===== src/rtl/core/assert_macros.svh =====
// Assertion macros for the calendar datapath; gdbd_queue includes them.
// Needs no other file; define ASSERT_OFF to compile the checks out.
`ifndef ASSERT_MACROS_SVH
`define ASSERT_MACROS_SVH

`ifndef ASSERT_OFF

// Property must hold at every rising clock edge while out of reset.
`define ASSERT_CLK(label, clk, rst_n, prop, msg) \
	label: assert property (@(posedge clk) disable iff (!(rst_n)) (prop)) else $error(msg);

// Expression must never be true at a rising clock edge while out of reset.
`define ASSERT_NEVER(label, clk, rst_n, expr, msg) \
	label: assert property (@(posedge clk) disable iff (!(rst_n)) !(expr)) else $error(msg);

`else

`define ASSERT_CLK(label, clk, rst_n, prop, msg)
`define ASSERT_NEVER(label, clk, rst_n, expr, msg)

`endif

`endif


===== src/rtl/core/gdbd_pkg.sv =====
// Shared types, constants and calendar tables for the days-between-dates block.
// No dependencies; every other module of the block imports it.
`timescale 1ns / 1ps
`default_nettype none

package gdbd_pkg;

	localparam int unsigned MAX_YEAR_DEF = 9999;

	localparam int DAY_W   = 5;
	localparam int MONTH_W = 4;
	localparam int YEAR_W  = 14;
	localparam int COUNT_W = 23;
	localparam int DNUM_W  = 23;

	// floor(x / 100) == (x * RECIP100) >> RECIP_SHIFT for every 14-bit x.
	localparam int RECIP_W     = 13;
	localparam int PROD_W      = YEAR_W + RECIP_W;
	localparam int RECIP_SHIFT = 19;
	localparam int QUO_W       = PROD_W - RECIP_SHIFT;
	localparam logic [RECIP_W-1:0] RECIP100 = 13'd5243;

	localparam logic [8:0] DAYS_PER_YEAR = 9'd365;
	localparam logic [COUNT_W-1:0] COUNT_MAX = 23'd4194303;

	localparam logic [MONTH_W-1:0] MON_JAN = 4'd1;
	localparam logic [MONTH_W-1:0] MON_FEB = 4'd2;
	localparam logic [MONTH_W-1:0] MON_DEC = 4'd12;

	typedef struct packed {
		logic                 valid;
		logic [DAY_W-1:0]     d1;
		logic [MONTH_W-1:0]   m1;
		logic [YEAR_W-1:0]    y1;
		logic                 leap1;
		logic [DAY_W-1:0]     d2;
		logic [MONTH_W-1:0]   m2;
		logic [YEAR_W-1:0]    y2;
		logic                 leap2;
	} gdbd_item_t;

	typedef struct packed {
		logic full;
		logic empty;
	} gdbd_qstat_t;

	typedef enum logic [1:0] {
		F_IDLE,
		F_MUL,
		F_CHK,
		F_PUSH
	} front_state_t;

	typedef enum logic [2:0] {
		B_IDLE,
		B_M365,
		B_M100,
		B_SUM,
		B_DIFF
	} back_state_t;

	function automatic logic [DAY_W-1:0] month_len(input logic [MONTH_W-1:0] m,
		input logic leap);
		logic [DAY_W-1:0] len;
		unique case (m)
			4'd2:                   len = leap ? 5'd29 : 5'd28;
			4'd4, 4'd6, 4'd9, 4'd11: len = 5'd30;
			default:                len = 5'd31;
		endcase
		return len;
	endfunction

	// Days in all months ahead of month m in a common year.
	function automatic logic [8:0] days_before(input logic [MONTH_W-1:0] m);
		logic [8:0] n;
		unique case (m)
			4'd2:    n = 9'd31;
			4'd3:    n = 9'd59;
			4'd4:    n = 9'd90;
			4'd5:    n = 9'd120;
			4'd6:    n = 9'd151;
			4'd7:    n = 9'd181;
			4'd8:    n = 9'd212;
			4'd9:    n = 9'd243;
			4'd10:   n = 9'd273;
			4'd11:   n = 9'd304;
			4'd12:   n = 9'd334;
			default: n = 9'd0;
		endcase
		return n;
	endfunction

endpackage

`default_nettype wire


===== src/rtl/core/gregorian_days_between_dates.sv =====
// Top level of the days-between-dates block: front end, queue and back end.
// Depends on gdbd_pkg, gdbd_front, gdbd_queue and gdbd_back.
//
//   channel | dir | tdata                                   | tuser
//   s_*     | in  | first d/m/y, second d/m/y (48 bits)     | -
//   m_*     | out | day_count, 23-bit signed (24 bits)      | dates_valid
//
// The front end takes a request when idle and checks both dates one after the other,
// sharing one reciprocal multiplier between them for the century test.
// The back end steps through B_M365, B_M100 and B_SUM per date to form day
// numbers (one constant multiply each for 365 and for the century count) and
// then the difference in B_DIFF; items with valid dates set the sustained rate.
// Items with invalid dates skip the day numbers and go straight to B_DIFF.
// A two-entry queue lets the front end keep checking while the back end or the
// result register is stalled; reset clears all control state at once.
`timescale 1ns / 1ps
`default_nettype none

module gregorian_days_between_dates #(
	parameter int unsigned MAX_YEAR = gdbd_pkg::MAX_YEAR_DEF
) (
	input  wire logic        clk,
	input  wire logic        arst_n,
	input  wire logic        s_tvalid,
	output logic             s_tready,
	// first_day[4:0], first_month[8:5], first_year[22:9],
	// second_day[27:23], second_month[31:28], second_year[45:32], zero fill
	input  wire logic [47:0] s_tdata,
	output logic             m_tvalid,
	input  wire logic        m_tready,
	// day_count[22:0], zero fill
	output logic [23:0]      m_tdata,
	// dates_valid[0]
	output logic [0:0]       m_tuser
);
	import gdbd_pkg::*;

	gdbd_qstat_t qstat;
	gdbd_item_t  push_item, pop_item;
	logic push, pop;

	gdbd_front #(
		.MAX_YEAR (MAX_YEAR)
	) u_front (
		.clk       (clk),
		.arst_n    (arst_n),
		.s_tvalid  (s_tvalid),
		.s_tready  (s_tready),
		.s_tdata   (s_tdata),
		.qstat     (qstat),
		.push      (push),
		.push_item (push_item)
	);

	gdbd_queue u_queue (
		.clk       (clk),
		.arst_n    (arst_n),
		.push      (push),
		.push_item (push_item),
		.pop       (pop),
		.pop_item  (pop_item),
		.qstat     (qstat)
	);

	gdbd_back u_back (
		.clk      (clk),
		.arst_n   (arst_n),
		.qstat    (qstat),
		.pop_item (pop_item),
		.pop      (pop),
		.m_tvalid (m_tvalid),
		.m_tready (m_tready),
		.m_tdata  (m_tdata),
		.m_tuser  (m_tuser)
	);

endmodule

`default_nettype wire


===== src/rtl/core/gdbd_front.sv =====
// Front end: takes a request, finds leap years and checks both dates.
// Depends on gdbd_pkg; feeds gdbd_queue.
`timescale 1ns / 1ps
`default_nettype none

module gdbd_front #(
	parameter int unsigned MAX_YEAR = gdbd_pkg::MAX_YEAR_DEF
) (
	input  wire logic                clk,
	input  wire logic                arst_n,
	input  wire logic                s_tvalid,
	output logic                     s_tready,
	// first_day, first_month, first_year, second_day, second_month, second_year
	input  wire logic [47:0]         s_tdata,
	input  wire gdbd_pkg::gdbd_qstat_t qstat,
	output logic                     push,
	output gdbd_pkg::gdbd_item_t     push_item
);
	import gdbd_pkg::*;

	localparam logic [15:0] YEAR_LIMIT = 16'(MAX_YEAR);

	front_state_t state_q, state_nxt;
	logic sel_q;
	logic [DAY_W-1:0]   d1_q, d2_q;
	logic [MONTH_W-1:0] m1_q, m2_q;
	logic [YEAR_W-1:0]  y1_q, y2_q;
	logic ok1_q, leap1_q, ok2_q, leap2_q;
	logic [PROD_W-1:0] prod_q;

	logic accept;
	logic [DAY_W-1:0]   d_sel;
	logic [MONTH_W-1:0] m_sel;
	logic [YEAR_W-1:0]  y_sel;
	logic [QUO_W-1:0]   quo;
	logic [YEAR_W-1:0]  rem;
	logic leap_c, ok_c;

	assign accept = s_tvalid && s_tready;

	assign d_sel = sel_q ? d2_q : d1_q;
	assign m_sel = sel_q ? m2_q : m1_q;
	assign y_sel = sel_q ? y2_q : y1_q;

	assign quo = prod_q[PROD_W-1:RECIP_SHIFT];

	always_comb begin
		rem    = y_sel - YEAR_W'({6'd0, quo} * 14'd100);
		// Divisible by 4, and a century only when the century count is divisible by 4.
		leap_c = (y_sel[1:0] == 2'b00) && ((rem != '0) || (quo[1:0] == 2'b00));
		ok_c   = (y_sel != '0) && ({2'b00, y_sel} <= YEAR_LIMIT)
			&& (m_sel >= MON_JAN) && (m_sel <= MON_DEC)
			&& (d_sel != '0) && (d_sel <= month_len(m_sel, leap_c));
	end

	always_comb begin
		state_nxt = state_q;
		unique case (state_q)
			F_IDLE: if (accept) state_nxt = F_MUL;
			F_MUL:  state_nxt = F_CHK;
			F_CHK:  state_nxt = sel_q ? F_PUSH : F_MUL;
			F_PUSH: if (!qstat.full) state_nxt = F_IDLE;
			default: state_nxt = F_IDLE;
		endcase
	end

	always_comb begin
		s_tready = (state_q == F_IDLE);
		push     = (state_q == F_PUSH) && !qstat.full;
	end

	always_comb begin
		push_item.valid = ok1_q && ok2_q && (y2_q >= y1_q);
		push_item.d1    = d1_q;
		push_item.m1    = m1_q;
		push_item.y1    = y1_q;
		push_item.leap1 = leap1_q;
		push_item.d2    = d2_q;
		push_item.m2    = m2_q;
		push_item.y2    = y2_q;
		push_item.leap2 = leap2_q;
	end

	always_ff @(posedge clk or negedge arst_n) begin
		if (!arst_n) begin
			state_q <= F_IDLE;
			sel_q   <= 1'b0;
		end else begin
			state_q <= state_nxt;
			if (accept) begin
				sel_q <= 1'b0;
			end else if (state_q == F_CHK) begin
				sel_q <= 1'b1;
			end
		end
	end

	always_ff @(posedge clk) begin
		if (accept) begin
			d1_q <= s_tdata[4:0];
			m1_q <= s_tdata[8:5];
			y1_q <= s_tdata[22:9];
			d2_q <= s_tdata[27:23];
			m2_q <= s_tdata[31:28];
			y2_q <= s_tdata[45:32];
		end
		if (state_q == F_MUL) begin
			prod_q <= {RECIP_W'(0), y_sel} * {YEAR_W'(0), RECIP100};
		end
		if (state_q == F_CHK) begin
			if (sel_q) begin
				ok2_q   <= ok_c;
				leap2_q <= leap_c;
			end else begin
				ok1_q   <= ok_c;
				leap1_q <= leap_c;
			end
		end
	end

endmodule

`default_nettype wire


===== src/rtl/core/gdbd_queue.sv =====
// Short queue between the checking front end and the day-count back end.
// Depends on gdbd_pkg and assert_macros.svh.
`timescale 1ns / 1ps
`default_nettype none

`include "assert_macros.svh"

module gdbd_queue (
	input  wire logic              clk,
	input  wire logic              arst_n,
	input  wire logic              push,
	input  wire gdbd_pkg::gdbd_item_t push_item,
	input  wire logic              pop,
	output gdbd_pkg::gdbd_item_t   pop_item,
	output gdbd_pkg::gdbd_qstat_t  qstat
);
	import gdbd_pkg::*;

	localparam int QDEPTH = 2;
	localparam int PTR_W  = (QDEPTH > 1) ? $clog2(QDEPTH) : 1;
	localparam int CNT_W  = $clog2(QDEPTH + 1);

	gdbd_item_t mem_q [QDEPTH];
	logic [PTR_W-1:0] wr_ptr_q, rd_ptr_q;
	logic [CNT_W-1:0] cnt_q;

	function automatic logic [PTR_W-1:0] ptr_inc(input logic [PTR_W-1:0] p);
		return (p == PTR_W'(QDEPTH - 1)) ? '0 : p + 1'b1;
	endfunction

	assign qstat.full  = (cnt_q == CNT_W'(QDEPTH));
	assign qstat.empty = (cnt_q == '0);
	assign pop_item    = mem_q[rd_ptr_q];

	always_ff @(posedge clk) begin
		if (push) begin
			mem_q[wr_ptr_q] <= push_item;
		end
	end

	always_ff @(posedge clk or negedge arst_n) begin
		if (!arst_n) begin
			wr_ptr_q <= '0;
			rd_ptr_q <= '0;
			cnt_q    <= '0;
		end else begin
			if (push) wr_ptr_q <= ptr_inc(wr_ptr_q);
			if (pop)  rd_ptr_q <= ptr_inc(rd_ptr_q);
			if (push && !pop) begin
				cnt_q <= cnt_q + 1'b1;
			end else if (pop && !push) begin
				cnt_q <= cnt_q - 1'b1;
			end
		end
	end

	`ASSERT_NEVER(a_no_overflow, clk, arst_n, push && qstat.full, "push into a full queue")
	`ASSERT_NEVER(a_no_underflow, clk, arst_n, pop && qstat.empty, "pop from an empty queue")
	`ASSERT_CLK(a_cnt_range, clk, arst_n, cnt_q <= CNT_W'(QDEPTH), "queue count out of range")
	`ASSERT_CLK(a_cnt_up, clk, arst_n, (push && !pop) |=> (cnt_q == $past(cnt_q) + 1'b1), "count did not rise on push")

endmodule

`default_nettype wire


===== src/rtl/core/gdbd_back.sv =====
// Back end: turns both checked dates into day numbers and forms the difference.
// Depends on gdbd_pkg; drains gdbd_queue and owns the result register.
`timescale 1ns / 1ps
`default_nettype none

module gdbd_back (
	input  wire logic              clk,
	input  wire logic              arst_n,
	input  wire gdbd_pkg::gdbd_qstat_t qstat,
	input  wire gdbd_pkg::gdbd_item_t  pop_item,
	output logic                   pop,
	output logic                   m_tvalid,
	input  wire logic              m_tready,
	// day_count
	output logic [23:0]            m_tdata,
	// dates_valid
	output logic [0:0]             m_tuser
);
	import gdbd_pkg::*;

	back_state_t state_q, state_nxt;
	gdbd_item_t item_q;
	logic sel_q;
	logic [DNUM_W-1:0] acc_q, dn1_q, dn2_q;
	logic [PROD_W-1:0] prod_q;
	logic m_tvalid_q;
	logic [COUNT_W-1:0] count_q;
	logic valid_q;

	logic out_load;
	logic [DAY_W-1:0]   d_sel;
	logic [MONTH_W-1:0] m_sel;
	logic [YEAR_W-1:0]  p_sel;
	logic leap_sel;
	logic [QUO_W-1:0] quo;
	logic [DNUM_W-1:0] dnum;
	logic signed [DNUM_W:0] diff;
	logic [COUNT_W-1:0] count_c;

	assign d_sel    = sel_q ? item_q.d2 : item_q.d1;
	assign m_sel    = sel_q ? item_q.m2 : item_q.m1;
	assign p_sel    = (sel_q ? item_q.y2 : item_q.y1) - 1'b1;
	assign leap_sel = sel_q ? item_q.leap2 : item_q.leap1;
	assign quo      = prod_q[PROD_W-1:RECIP_SHIFT];

	// Days before Jan 1 of this year come from 365*(y-1) plus the leap days before it.
	always_comb begin
		dnum = acc_q + DNUM_W'(p_sel >> 2) - DNUM_W'(quo) + DNUM_W'(quo >> 2)
			+ DNUM_W'(days_before(m_sel)) + DNUM_W'(d_sel)
			+ DNUM_W'((m_sel > MON_FEB) && leap_sel);
	end

	always_comb begin
		diff = $signed({1'b0, dn2_q}) - $signed({1'b0, dn1_q});
		if (!item_q.valid) begin
			count_c = '0;
		end else if (diff > $signed({1'b0, COUNT_MAX})) begin
			count_c = COUNT_MAX;
		end else begin
			count_c = diff[COUNT_W-1:0];
		end
	end

	always_comb begin
		state_nxt = state_q;
		unique case (state_q)
			B_IDLE: if (!qstat.empty) state_nxt = pop_item.valid ? B_M365 : B_DIFF;
			B_M365: state_nxt = B_M100;
			B_M100: state_nxt = B_SUM;
			B_SUM:  state_nxt = sel_q ? B_DIFF : B_M365;
			B_DIFF: if (out_load) state_nxt = B_IDLE;
			default: state_nxt = B_IDLE;
		endcase
	end

	always_comb begin
		pop      = (state_q == B_IDLE) && !qstat.empty;
		out_load = (state_q == B_DIFF) && (!m_tvalid_q || m_tready);
	end

	always_ff @(posedge clk or negedge arst_n) begin
		if (!arst_n) begin
			state_q    <= B_IDLE;
			sel_q      <= 1'b0;
			m_tvalid_q <= 1'b0;
		end else begin
			state_q <= state_nxt;
			if (pop) begin
				sel_q <= 1'b0;
			end else if (state_q == B_SUM) begin
				sel_q <= 1'b1;
			end
			if (out_load) begin
				m_tvalid_q <= 1'b1;
			end else if (m_tready) begin
				m_tvalid_q <= 1'b0;
			end
		end
	end

	always_ff @(posedge clk) begin
		if (pop) begin
			item_q <= pop_item;
		end
		if (state_q == B_M365) begin
			acc_q <= {9'd0, p_sel} * {14'd0, DAYS_PER_YEAR};
		end
		if (state_q == B_M100) begin
			prod_q <= {RECIP_W'(0), p_sel} * {YEAR_W'(0), RECIP100};
		end
		if (state_q == B_SUM) begin
			if (sel_q) begin
				dn2_q <= dnum;
			end else begin
				dn1_q <= dnum;
			end
		end
		if (out_load) begin
			count_q <= count_c;
			valid_q <= item_q.valid;
		end
	end

	assign m_tvalid   = m_tvalid_q;
	assign m_tdata    = {1'b0, count_q};
	assign m_tuser[0] = valid_q;

endmodule

`default_nettype wire

===== config.mk =====
export PLATFORM = sky130hd
export DESIGN_NAME = gregorian_days_between_dates
export DESIGN_NICKNAME = d
export VERILOG_FILES = /design/src/rtl/core/gdbd_pkg.sv /design/src/rtl/core/gregorian_days_between_dates.sv /design/src/rtl/core/gdbd_front.sv /design/src/rtl/core/gdbd_queue.sv /design/src/rtl/core/gdbd_back.sv
export VERILOG_INCLUDE_DIRS = /design/src /design/src/rtl/core
export SDC_FILE = /design/constraint.sdc
export NUM_CORES = 1
export LEC_CHECK = 0
export ABC_CLOCK_PERIOD_IN_PS = 10250
export BUFFER_PORTS_ARGS = -buffer_cell sky130_fd_sc_hd__buf_2
export CORE_UTILIZATION = 45
export DETAILED_ROUTE_END_ITERATION = 8
export GPL_ROUTABILITY_DRIVEN = 0
export GPL_TIMING_DRIVEN = 1
export HOLD_SLACK_MARGIN = 0.15
export PLACE_DENSITY = 0.6
export SETUP_SLACK_MARGIN = 0.15
export SKIP_LAST_GASP = 1
export SLEW_MARGIN = 20
export SYNTH_ARGS = -nofsm -noshare
export SYNTH_HDL_FRONTEND = slang
export SYNTH_SLANG_ARGS = --single-unit

===== constraint.sdc =====
create_clock -name clk -period 10.25 [get_ports clk]
set_clock_uncertainty 0.1 [all_clocks]
set_input_delay 0.5125 -clock clk [delete_from_list [all_inputs] [get_ports clk]]
set_output_delay 0.5125 -clock clk [all_outputs]
set_load 0.1 [all_outputs]

==> flow_metrics.env <==
export IMPL_status="finished clean"
export IMPL_layout_commonest_cell="inv_1"
export IMPL_rows=85
export IMPL_synth_top_cell_by_area="edfxtp_1"
export IMPL_critical_path_class="reg -> reg"
export IMPL_clockRootBuffer="clkbuf_16"
export IMPL_die_area_um2=56440
export IMPL_reg2regPathDepth=26
export IMPL_synthTopCellsByArea="edfxtp_1 (37%), ha_1 (19%), fa_1 (16%), inv_1 (6.3%), mux2_2 (2.6%)"
export IMPL_cts_num_sinks=318
export IMPL_grt_pass1_vias=16350
export IMPL_layout_common_cells="inv_1 (421), ha_1 (380), edfxtp_1 (306)"
export IMPL_met2_length_um=25910
export IMPL_initial_core_util_pct=45.95
export IMPL_cpMostUsedCell="fa_1"
export IMPL_crit_start="u_back.sel_q$_DFFE_PN0P_"
export IMPL_grt_max_degree=51
export IMPL_hold_violations=0
export IMPL_ant_nets=0
export IMPL_whs_endpoint="u_back.m_tvalid$_DFFE_PN0P_"
export IMPL_synth_seq_cells=318
export IMPL_die_h_um=237.6
export IMPL_drc=0
export IMPL_cp_max_fo=23
export IMPL_yosysWarningCount=0
export IMPL_die_x_um=237.6
export IMPL_cp_end_kind="register"
export IMPL_final_period_utilization_pct=81.17
export IMPL_drive_above_1_share_pct=10.63
export IMPL_core_area_um2=54350
export IMPL_cp_top_family="adder cells"
export IMPL_ctsResizeCount=0
export IMPL_grt_antenna_before_repair=0
export IMPL_fmax_mhz=120.2
export IMPL_clock_latency_ns=0.57
export IMPL_cts_setup_buffers=0
export IMPL_final_nets=2897
export IMPL_hp_class="in -> reg"
export IMPL_hold_path_depth=3
export IMPL_tritoncts="done"
export IMPL_clkTransAtPathRegs_ns=0.06
export IMPL_num_vias=15310
export IMPL_grt_ovfl_total=0
export IMPL_diodes=0
export IMPL_dr_wl_met3_um=1423
export IMPL_slew_violations=0
export IMPL_placed_area_um2=26320
export IMPL_synth_edf_count=306
export IMPL_top_layer="met4"
export IMPL_met1_length_um=21610
export IMPL_seq_area_frac_synth_pct=38.00
export IMPL_hpwl_um=39640
export IMPL_netlist_instances=2107
export IMPL_syn_area_um2=24970
export IMPL_dr_pass1_iters=5
export IMPL_crit_buf_inv=5
export IMPL_setup_viol=0
export IMPL_htreeDepth=2
export IMPL_grt_pass1_wl_um=82830
export IMPL_grt_setup_unrepaired="no"
export IMPL_syn_num_nets=2738
export IMPL_rrSetupSlack_ns=1.93
export IMPL_via_per_inst=5.045
export IMPL_cp_required_ns=10.44
export IMPL_post_route_min_period_ns=8.320
export IMPL_io_buffers=75
export IMPL_hold_path_startpoint="m_tready"
export IMPL_timing_max_cap_violations=0
export IMPL_tightest_slew_ns=0.9640
export IMPL_synthFlopType="edfxtp_1"
export IMPL_syn_area_per_cell_um2=11.85
export IMPL_ys_async_sr_fraction_pct=3.774
export IMPL_yosysUniqueCellTypes=73
export IMPL_wl_per_cell_um=16.49
export IMPL_netlist_area_leader_share_pct=36.80
export IMPL_cts_buffer_depth=3
export IMPL_r2r_end="u_back.prod_q[26]$_DFFE_PP_"
export IMPL_slowest_stage="fa_1"
export IMPL_critPathMaxStageDelay_ns=0.62
export IMPL_final_area_um2=28130
export IMPL_slew_headroom_pct=35.59
export IMPL_crit_path_start_kind="register"
export IMPL_drt_wl_total_um=50060
export IMPL_cp_arrival_ns=8.51
export IMPL_synthToLayoutAreaGrowth_pct=12.65
export IMPL_drt_initial_drc_count=725
export IMPL_pin_count=79
export IMPL_tns_ns=0
export IMPL_cts_made_buffers=38
export IMPL_rr_startpoint="u_back.sel_q$_DFFE_PN0P_"
export IMPL_grt_usage_pct=18.55
-- cell type report --
cell class | instances | area, um^2
fillers | 4697 | 26220
multi-input cells | 1343 | 13810
flip-flops and latches | 318 | 9490
inverters | 421 | 1580
repair buffers | 144 | 1013
clock buffers | 42 | 975.9
well taps | 739 | 924.6
clock inverters | 28 | 337.8
-- registers in the layout, summed over array words and instances, names as in the netlist, 8 cells and up --
signal and cells:
u_back.acc_q 23, u_back.dn2_q 23, u_front.y1_q 14, u_front.y2_q 14, u_back.item_q 49, u_back.prod_q 8
u_back.dn1_q 23, u_back.count_q 23, u_queue.mem_q 98, u_front.prod_q 8
-- stage by stage --
step / hold WS, ns / worst slack, ns / cells / util [%]
final: 0.1780 / 1.930 / 3035 / 51.76
after global routing: 0.1870 / 1.338 / 3035 / 51.76
after CTS: 0.1557 / 1.777 / 3035 / 51.73
after detailed placement: 0.3331 / 1.821 / 2917 / 48.43
after global placement: 0.3244 / 2.004 / 2917 / 48.43
after floorplan: 0.1169 / 2.408 / 2107 / -
-- metal layers --
metal	GRT usage [%]	vias to the layer above
met1	22.92	7518
met5	0	-
met4	5.435	0
li1	-	7508
met2	33.71	216
met3	2.369	69
-- cells in the mapped netlist (8+ instances only) --
cell	instances
nor2_1	98
o211ai_1	8
a21boi_0	14
nand2b_1	17
o21a_1	12
a21oi_1	84
a21o_1	42
fa_1	199
nor3_1	39
mux2_2	57
mux2i_1	25
inv_1	421
nor2b_1	11
dfrtp_1	12
o21ai_0	50
xnor2_1	69
a211oi_1	12
ha_1	380
nand4_1	14
nand2_1	65
edfxtp_1	306
nand3_1	20
clkbuf_1	10
xor2_1	31
a31oi_1	8
-- worst max-delay path by stage --
stage / to / slack (ns) / cells after the start
floorplan: u_back.prod_q[26]$_DFFE_PP_ / 2.41 / 33
global route: u_back.prod_q[26]$_DFFE_PP_ / 1.34 / 26
global placement: u_back.prod_q[26]$_DFFE_PP_ / 2.00 / 26
finish: u_back.prod_q[26]$_DFFE_PP_ / 1.93 / 26
CTS: u_back.prod_q[26]$_DFFE_PP_ / 1.78 / 26
detailed placement: u_back.prod_q[26]$_DFFE_PP_ / 1.82 / 26
-- tightest hold or removal path, cell delays in order --
cell and delay (ns):
buf_2 0.07, nand2b_1 0.15, nand2_1 0.07
-- timing repair --
item | in CTS | in global routing
hold buffers | 48 | 0
setup endpoints to repair | 0 | 0
hold endpoints to repair | 60 | 0
-- cells by family after synthesis --
| logic type | share of synthesized area [%] |
|---|---|
| adders and majority gates | 34.99 |
| buffers and inverters | 6.864 |
| DFF | 38.00 |
| and+or+nand+nor | 5.717 |
| AOI/OAI and AO/OA | 7.275 |
| xor gates and xnor gates | 3.507 |
| muxes | 3.628 |
| other | 0.01502 |
Power is not shown: default switching activity piles up to over one toggle a cycle in this logic, so the estimate is an artifact.
